### src/design/sesz_pkg.sv
// ----------------------------------------------------------------------------
// Subset enumerator package
// Types and field widths shared by the enumerator, its channels and checker.
// ----------------------------------------------------------------------------
package sesz_pkg;

    localparam int SIZE_W = 5;
    localparam int COUNT_W = 5;

    typedef logic [SIZE_W-1:0] size_t;
    typedef logic [COUNT_W-1:0] elem_count_t;

    typedef enum logic
    {
        OP_ADVANCE = 1'b0,
        OP_START   = 1'b1
    } opcode_t;

endpackage

### src/design/sesz_channels.sv
// ----------------------------------------------------------------------------
// Subset enumerator channels
// Valid/ready channels for commands, results and the configuration write.
// ----------------------------------------------------------------------------
interface sesz_cmd_if;
    logic              valid;
    logic              ready;
    sesz_pkg::opcode_t opcode;
    sesz_pkg::size_t   start_size;

    modport source (output valid, output opcode, output start_size, input ready);
    modport sink (input valid, input opcode, input start_size, output ready);
endinterface

interface sesz_res_if #(parameter int MASK_W = 16);
    logic              valid;
    logic              ready;
    logic [MASK_W-1:0] subset_mask;
    sesz_pkg::size_t   subset_size;
    logic              wrapped;

    modport source (output valid, output subset_mask, output subset_size,
                    output wrapped, input ready);
    modport sink (input valid, input subset_mask, input subset_size,
                  input wrapped, output ready);
endinterface

interface sesz_cfg_if;
    logic                  valid;
    logic                  ready;
    sesz_pkg::elem_count_t element_count;

    modport source (output valid, output element_count, input ready);
    modport sink (input valid, input element_count, output ready);
endinterface

### src/design/subset_enumerator_by_size_core.sv
// ----------------------------------------------------------------------------
// Subset enumerator by size
// A command word is captured in the input register; its result updates the held
// subset in the result register. One command word per cycle while the result
// channel is not stalled.
// Reset clears the held subset, its size, the started flag and the element
// count; no result is pending after reset.
// ----------------------------------------------------------------------------
module subset_enumerator_by_size_core #(
    parameter int MAX_ELEMENTS = 16
) (
    input logic          clk,
    input logic          rst_n,
    sesz_cfg_if.sink     cfg,
    sesz_cmd_if.sink     cmd,
    sesz_res_if.source   result
);
    import sesz_pkg::*;

    localparam int W    = MAX_ELEMENTS;
    localparam int IW   = (W > 1) ? $clog2(W) : 1;
    localparam int CW   = $clog2(W + 1);
    localparam int GRP  = 8;
    localparam int NGRP = (W + GRP - 1) / GRP;

    typedef logic [W-1:0]  mask_t;
    typedef logic [CW-1:0] cnt_t;
    typedef logic [IW-1:0] idx_t;

    function automatic cnt_t popcount(input mask_t v);
        cnt_t grp;
        cnt_t total;
        total = '0;
        for (int g = 0; g < NGRP; g++)
        begin
            grp = '0;
            for (int b = 0; b < GRP; b++)
            begin
                if (g * GRP + b < W)
                begin
                    grp = grp + CW'(v[g * GRP + b]);
                end
            end
            total = total + grp;
        end
        return total;
    endfunction

    function automatic mask_t low_mask(input cnt_t k);
        mask_t r;
        for (int j = 0; j < W; j++)
        begin
            r[j] = (j < int'(k));
        end
        return r;
    endfunction

    elem_count_t element_count_reg;

    logic    s1_valid_reg;
    opcode_t s1_op_reg;
    size_t   s1_size_reg;

    logic  res_valid_reg;
    mask_t mask_reg;
    cnt_t  count_reg;
    logic  wrapped_reg;
    logic  started_reg;

    logic  fire;
    cnt_t  n;
    cnt_t  start_cnt;
    mask_t m;
    cnt_t  k;
    mask_t cand;
    logic  found;
    idx_t  b;
    mask_t hi;
    cnt_t  above;
    int    top;
    mask_t adv_mask;
    mask_t mask_next;
    cnt_t  count_next;
    logic  wrapped_next;

    assign fire      = s1_valid_reg && (!res_valid_reg || result.ready);
    assign cmd.ready = !s1_valid_reg || fire;
    assign cfg.ready = 1'b1;

    always_comb
    begin
        n = (int'(element_count_reg) > W) ? CW'(W) : CW'(element_count_reg);
        start_cnt = (int'(s1_size_reg) > int'(n)) ? n : CW'(s1_size_reg);
        m = mask_reg & low_mask(n);
        k = popcount(m);

        for (int p = 0; p < W; p++)
        begin
            if (p + 1 < W)
            begin
                cand[p] = m[p] && !m[p + 1] && (p + 1 < int'(n));
            end
            else
            begin
                cand[p] = 1'b0;
            end
        end
        found = |cand;

        b = '0;
        for (int p = 0; p < W; p++)
        begin
            if (cand[p])
            begin
                b = IW'(p);
            end
        end

        for (int j = 0; j < W; j++)
        begin
            hi[j] = (j > int'(b));
        end
        above = popcount(m & hi);
        top = int'(b) + 1 + int'(above);

        for (int j = 0; j < W; j++)
        begin
            if (j < int'(b))
            begin
                adv_mask[j] = m[j];
            end
            else
            begin
                adv_mask[j] = (j > int'(b)) && (j <= top);
            end
        end

        wrapped_next = 1'b0;
        priority if (s1_op_reg == OP_START)
        begin
            mask_next  = low_mask(start_cnt);
            count_next = start_cnt;
        end
        else if (!started_reg || n == '0)
        begin
            mask_next  = '0;
            count_next = '0;
        end
        else if (found)
        begin
            mask_next  = adv_mask;
            count_next = k;
        end
        else if (k >= n)
        begin
            mask_next    = '0;
            count_next   = '0;
            wrapped_next = 1'b1;
        end
        else
        begin
            mask_next  = low_mask(k + CW'(1));
            count_next = k + CW'(1);
        end
    end

    always_ff @(posedge clk or negedge rst_n)
    begin
        if (!rst_n)
        begin
            element_count_reg <= '0;
            s1_valid_reg      <= 1'b0;
            res_valid_reg     <= 1'b0;
            mask_reg          <= '0;
            count_reg         <= '0;
            wrapped_reg       <= 1'b0;
            started_reg       <= 1'b0;
        end
        else
        begin
            if (cfg.valid)
            begin
                element_count_reg <= cfg.element_count;
            end

            if (cmd.valid && cmd.ready)
            begin
                s1_valid_reg <= 1'b1;
            end
            else if (fire)
            begin
                s1_valid_reg <= 1'b0;
            end

            if (fire)
            begin
                res_valid_reg <= 1'b1;
                mask_reg      <= mask_next;
                count_reg     <= count_next;
                wrapped_reg   <= wrapped_next;
                started_reg   <= 1'b1;
            end
            else if (result.ready)
            begin
                res_valid_reg <= 1'b0;
            end
        end
    end

    always_ff @(posedge clk)
    begin
        if (cmd.valid && cmd.ready)
        begin
            s1_op_reg   <= cmd.opcode;
            s1_size_reg <= cmd.start_size;
        end
    end

    assign result.valid       = res_valid_reg;
    assign result.subset_mask = mask_reg;
    assign result.subset_size = size_t'(count_reg);
    assign result.wrapped     = wrapped_reg;

endmodule

### src/flat_wrapper.sv
// flat-port wrapper written by rule: the top's interface ports become plain ports
module subset_enumerator_by_size_core_flat import sesz_pkg::*;
#(
    parameter int MAX_ELEMENTS = 16
)
  (clk, rst_n, cfg_valid, cfg_element_count, cfg_ready, cmd_valid, cmd_opcode, cmd_start_size, cmd_ready, result_valid, result_subset_mask, result_subset_size, result_wrapped, result_ready);
  sesz_cfg_if cfg_i ();
  sesz_cmd_if cmd_i ();
  sesz_res_if #(.MASK_W(MAX_ELEMENTS)) result_i ();
  input logic clk;
  input logic rst_n;
  input wire logic [$bits(cfg_i.valid)-1:0] cfg_valid;
  input wire logic [$bits(cfg_i.element_count)-1:0] cfg_element_count;
  output wire logic [$bits(cfg_i.ready)-1:0] cfg_ready;
  input wire logic [$bits(cmd_i.valid)-1:0] cmd_valid;
  input wire logic [$bits(cmd_i.opcode)-1:0] cmd_opcode;
  input wire logic [$bits(cmd_i.start_size)-1:0] cmd_start_size;
  output wire logic [$bits(cmd_i.ready)-1:0] cmd_ready;
  output wire logic [$bits(result_i.valid)-1:0] result_valid;
  output wire logic [$bits(result_i.subset_mask)-1:0] result_subset_mask;
  output wire logic [$bits(result_i.subset_size)-1:0] result_subset_size;
  output wire logic [$bits(result_i.wrapped)-1:0] result_wrapped;
  input wire logic [$bits(result_i.ready)-1:0] result_ready;
  assign cfg_i.valid = cfg_valid;
  assign cfg_i.element_count = cfg_element_count;
  assign cfg_ready = cfg_i.ready;
  assign cmd_i.valid = cmd_valid;
  assign cmd_i.opcode = cmd_opcode;
  assign cmd_i.start_size = cmd_start_size;
  assign cmd_ready = cmd_i.ready;
  assign result_valid = result_i.valid;
  assign result_subset_mask = result_i.subset_mask;
  assign result_subset_size = result_i.subset_size;
  assign result_wrapped = result_i.wrapped;
  assign result_i.ready = result_ready;
  subset_enumerator_by_size_core #(.MAX_ELEMENTS(MAX_ELEMENTS)) u_core (.clk(clk), .rst_n(rst_n), .cfg(cfg_i), .cmd(cmd_i), .result(result_i));
endmodule
### config.mk
export PLATFORM = sky130hd
export DESIGN_NAME = subset_enumerator_by_size_core_flat
export DESIGN_NICKNAME = d
export VERILOG_FILES = /design/src/design/sesz_pkg.sv /design/src/design/sesz_channels.sv /design/src/design/subset_enumerator_by_size_core.sv /design/src/flat_wrapper.sv
export SDC_FILE = /design/constraint.sdc
export NUM_CORES = 1
export LEC_CHECK = 0
export ABC_AREA = 1
export BUFFER_PORTS_ARGS = -buffer_cell sky130_fd_sc_hd__buf_2
export CAP_MARGIN = 10
export CELL_PAD_IN_SITES_DETAIL_PLACEMENT = 1
export CELL_PAD_IN_SITES_GLOBAL_PLACEMENT = 1
export CORE_ASPECT_RATIO = 1.1
export CORE_MARGIN = 1.5
export CORE_UTILIZATION = 41
export CTS_BUF_LIST = sky130_fd_sc_hd__clkbuf_4
export DETAILED_ROUTE_END_ITERATION = 7
export PLACE_DENSITY = 0.91
export SLEW_MARGIN = 10
export SYNTH_ARGS = -nofsm -noshare
export SYNTH_HDL_FRONTEND = slang
export SYNTH_SLANG_ARGS = --single-unit
### constraint.sdc
create_clock -name clk -period 7.34 [get_ports clk]
set_input_delay 0.734 -clock clk [delete_from_list [all_inputs] [get_ports clk]]
set_output_delay 0.734 -clock clk [all_outputs]
set_load 0.1 [all_outputs]
==> summary.md <==
| Metric | Value |
|---|---|
| Status | finished, final reports clean |
| Crit-path slowest cell | fa_2 |
| Simple-Gate Fraction of Synth Area | 28.9% |
| Area of the die | 0.0115 sq mm |
| Final GP Congestion | 0.930 |
| Synth Area in Compound Gates | 15.5% |
| CTS tree | yes |
| Area delta synth->final | 22.2% |
| DR WL/cell | 20.8 um |
| Avg Synthesized Cell Area | 6.90 sq um |
| # DRC | 0 |
| EDFF count, synth | 6 |
| Final Max Tran Viols | 0 |
| GR Util All Layers | 31.4% |
| Core ar. | 0.0105 sq mm |
| Tmin final | 7.25 ns |
| Post-DP HPWL | 14100 um |
| CP endpoint | u_core.result.subset_mask[14] |
| First-pass GRT wire length | 27300 um |
| Hold Slack | 0.422 ns |
| Reg-to-reg endpoint | u_core.result.subset_mask[14] |
| Routed WL | 18100 um |
| Area of the multi-input gates | 0.00322 sq mm |
| Io pins | 41 |
| CP Class | register to register |
| Top Layer Used | met4 |
| Arr. time, crit path | 7.47 ns |
| CP Launch Type | register |
| RR Startpoint | u_core.element_count_reg[4] |
| Most used cell, CP | nand2_1 |
| Post-DRT Antenna Nets | 0 |
| Ys flop type | dfrtp_1 |
| FF/Latch Area | 937 sq um |
| Synth top cells by count | nand2_1, inv_1, nor2_1 |
| Post-synthesis cell count | 645 |
| CTS H-tree depth | 2 |
| Final non-filler cell total | 869 |
| Met1 WL | 6840 um |
| Post-synth ARST share | 83.3% |
| Seq/Total Area, Yosys | 20.9% |
| Setup violators final | 0 |
| Synth Warn # | 0 |
| Share of cells above drive strength 1 | 25.9% |
| Via count | 4945 |
| Clk Latency, worst-skew pair | 0.38 ns |
| Clock transition at path regs | 0.13 ns |
| Slew margin rel. | 29.9% |
| CP max FO | 5 |
| Critical path endpoint category | register |
| Port buffer count | 39 |
| Largest family of logic cells by synthesized area | simple AND/OR/NAND/NOR gates |
| Via density | 5.69 |
| Mapped Nets | 721 |
| Detail Route met2 WL | 9400 um |
| Library cells used by synthesis | 50 |
| Highest clock rate | 0.138 GHz |
| Synth Cell Area | 0.00445 sq mm |
| Adder-cell share of the synthesized area | 20.4% |
| Req. time, crit path | 7.56 ns |
| Placed Cells | 843 |
| Final hold violations | 0 |
| Synth area leaders | dfrtp_1, ha_1, nand2_1 |
| Worst setup startpoint | u_core.element_count_reg[4] |
| Flop2flop setup slack | 0.09 ns |
| Sink Count | 36 |
| Initial drt markers | 271 |
| Mux share of post-synthesis cell area | 0% |
| Initial core utilization | 42.4% |
| Pin count of the biggest net entering global routing | 31 |
| Die Ht | 112 um |
| Synth area leader | dfrtp_1 |
| Top-count cell post-synth | nand2_1 |
| Synth Area in XOR/XNOR | 1.38% |
| CTS Buffer Depth | 2 |
| Max reg flops | 16 |
| FF+latch count, synth | 36 |
| Max-cap violations | 0 |
| Global route overflow | 0 |
| Max incr delay on CP | 0.60 ns |
| Skew final | 0.0226 ns |
| Final Cycle Share | 98.8% |
| Vias in the first global route | 5239 |
| Initial antenna violation count | 0 |
| 1st-pass router iterations | 5 |
| Top cell type's share of synthesized area | 16.9% |
| Met3 routed WL | 580 um |
| Net count, final | 801 |
| Site Rows | 39 |
| CTS root buffer | clkbuf_4 |
| Min-Delay Path Class | primary input to asynchronous set/reset pin |
| R2R cell count | 42 |
| CTS buffer count | 5 |
| Slew @ Worst Pin | 1.04 ns |
| Fillers | 1371 |
| Inserted Diodes | 0 |
| Die Span X | 102 um |
cell usage in the layout, fill, tap and decap left out, drive strengths merged:
cell type and n:
o21bai 1, a211oi 1, o21ai 52, a21boi 1
o221ai 1, o211ai 8, a31o 1, o311ai 1
edfxtp 6, a31oi 16, conb 1, o31ai 2
fa 21, a22oi 1, buf 85, o22ai 2
a21oi 28, nand3b 1, nand4 5, xor2 7
clkbuf 7, o41ai 1, dfrtp 30, nand2 137
a21o 1, o21a 2, nor4 1, or2 2
clkinv 2, nand3 46, ha 39, nor2 80
inv 126, nor3 11
critical path: cells and delay by family (launching register included):
family / cells / cell delay, ns
adders and majority gates: 8 / 3.19
AOI/OAI and AO/OA: 7 / 1.12
and+or+nand+nor: 24 / 2.07
buffers and inverters: 3 / 0.22
DFF: 1 / 0.51
routing by layer:
metal | vias up | global-route usage (%)
li1 | 2237 | -
met1 | 2435 | 35.0
met2 | 191 | 55.6
met3 | 82 | 3.80
met4 | 0 | 19.7
met5 | - | 0
worst min path at each step:
stage / startpoint / to / slack, ns / depth (start not counted)
finish: rst_n / u_core.result.subset_mask[7] / 0.42 / 1
global route: rst_n / u_core.result.subset_size[2] / 0.47 / 1
floorplan: u_core.started_reg / u_core.started_reg / 0.42 / 2
CTS: rst_n / u_core.result.subset_mask[1] / 0.43 / 1
detailed placement: u_core.started_reg / u_core.started_reg / 0.45 / 2
global placement: u_core.started_reg / u_core.started_reg / 0.44 / 2
metrics by stage:
stage	util, %	instance area, sq um	setup slack (ns)	setup TNS (ns)
after global placement	47.3	4960	-0.145	-0.910
after floorplan	-	4450	0.00278	0
after global routing	51.9	5440	-0.174	-1.62
after CTS	48.3	5070	0.00737	0
final	51.9	5440	0.0866	0
after detailed placement	47.3	4960	-0.298	-2.76
cells by family after synthesis:
| group | count (synthesis) |
|---|---|
| flops | 36 |
| other cells | 1 |
| xor+xnor | 7 |
| simple gates | 282 |
| buf+inv | 140 |
| fa+ha+maj | 60 |
| compound gates | 119 |
layout make-up:
| class | count | area share [%] |
|---|---|---|
| repair buffers | 85 | 10.2 |
| flip-flops and latches | 36 | 17.2 |
| clock inverters | 1 | 0.0690 |
| multi-input cells | 470 | 59.1 |
| clock buffers | 7 | 0.966 |
| well taps | 143 | 3.29 |
| inverters | 127 | 9.13 |
what timing repair did:
item                       4_1_cts  5_1_grt
hold buffers                     0        0
resized for setup               18       67
pin swaps                        4       33
cloned                           1        0
setup endpoints to repair       15       15
setup buffers                    1       16
Power is not shown: default switching activity piles up to over one toggle a cycle in this logic, so the estimate is an artifact.
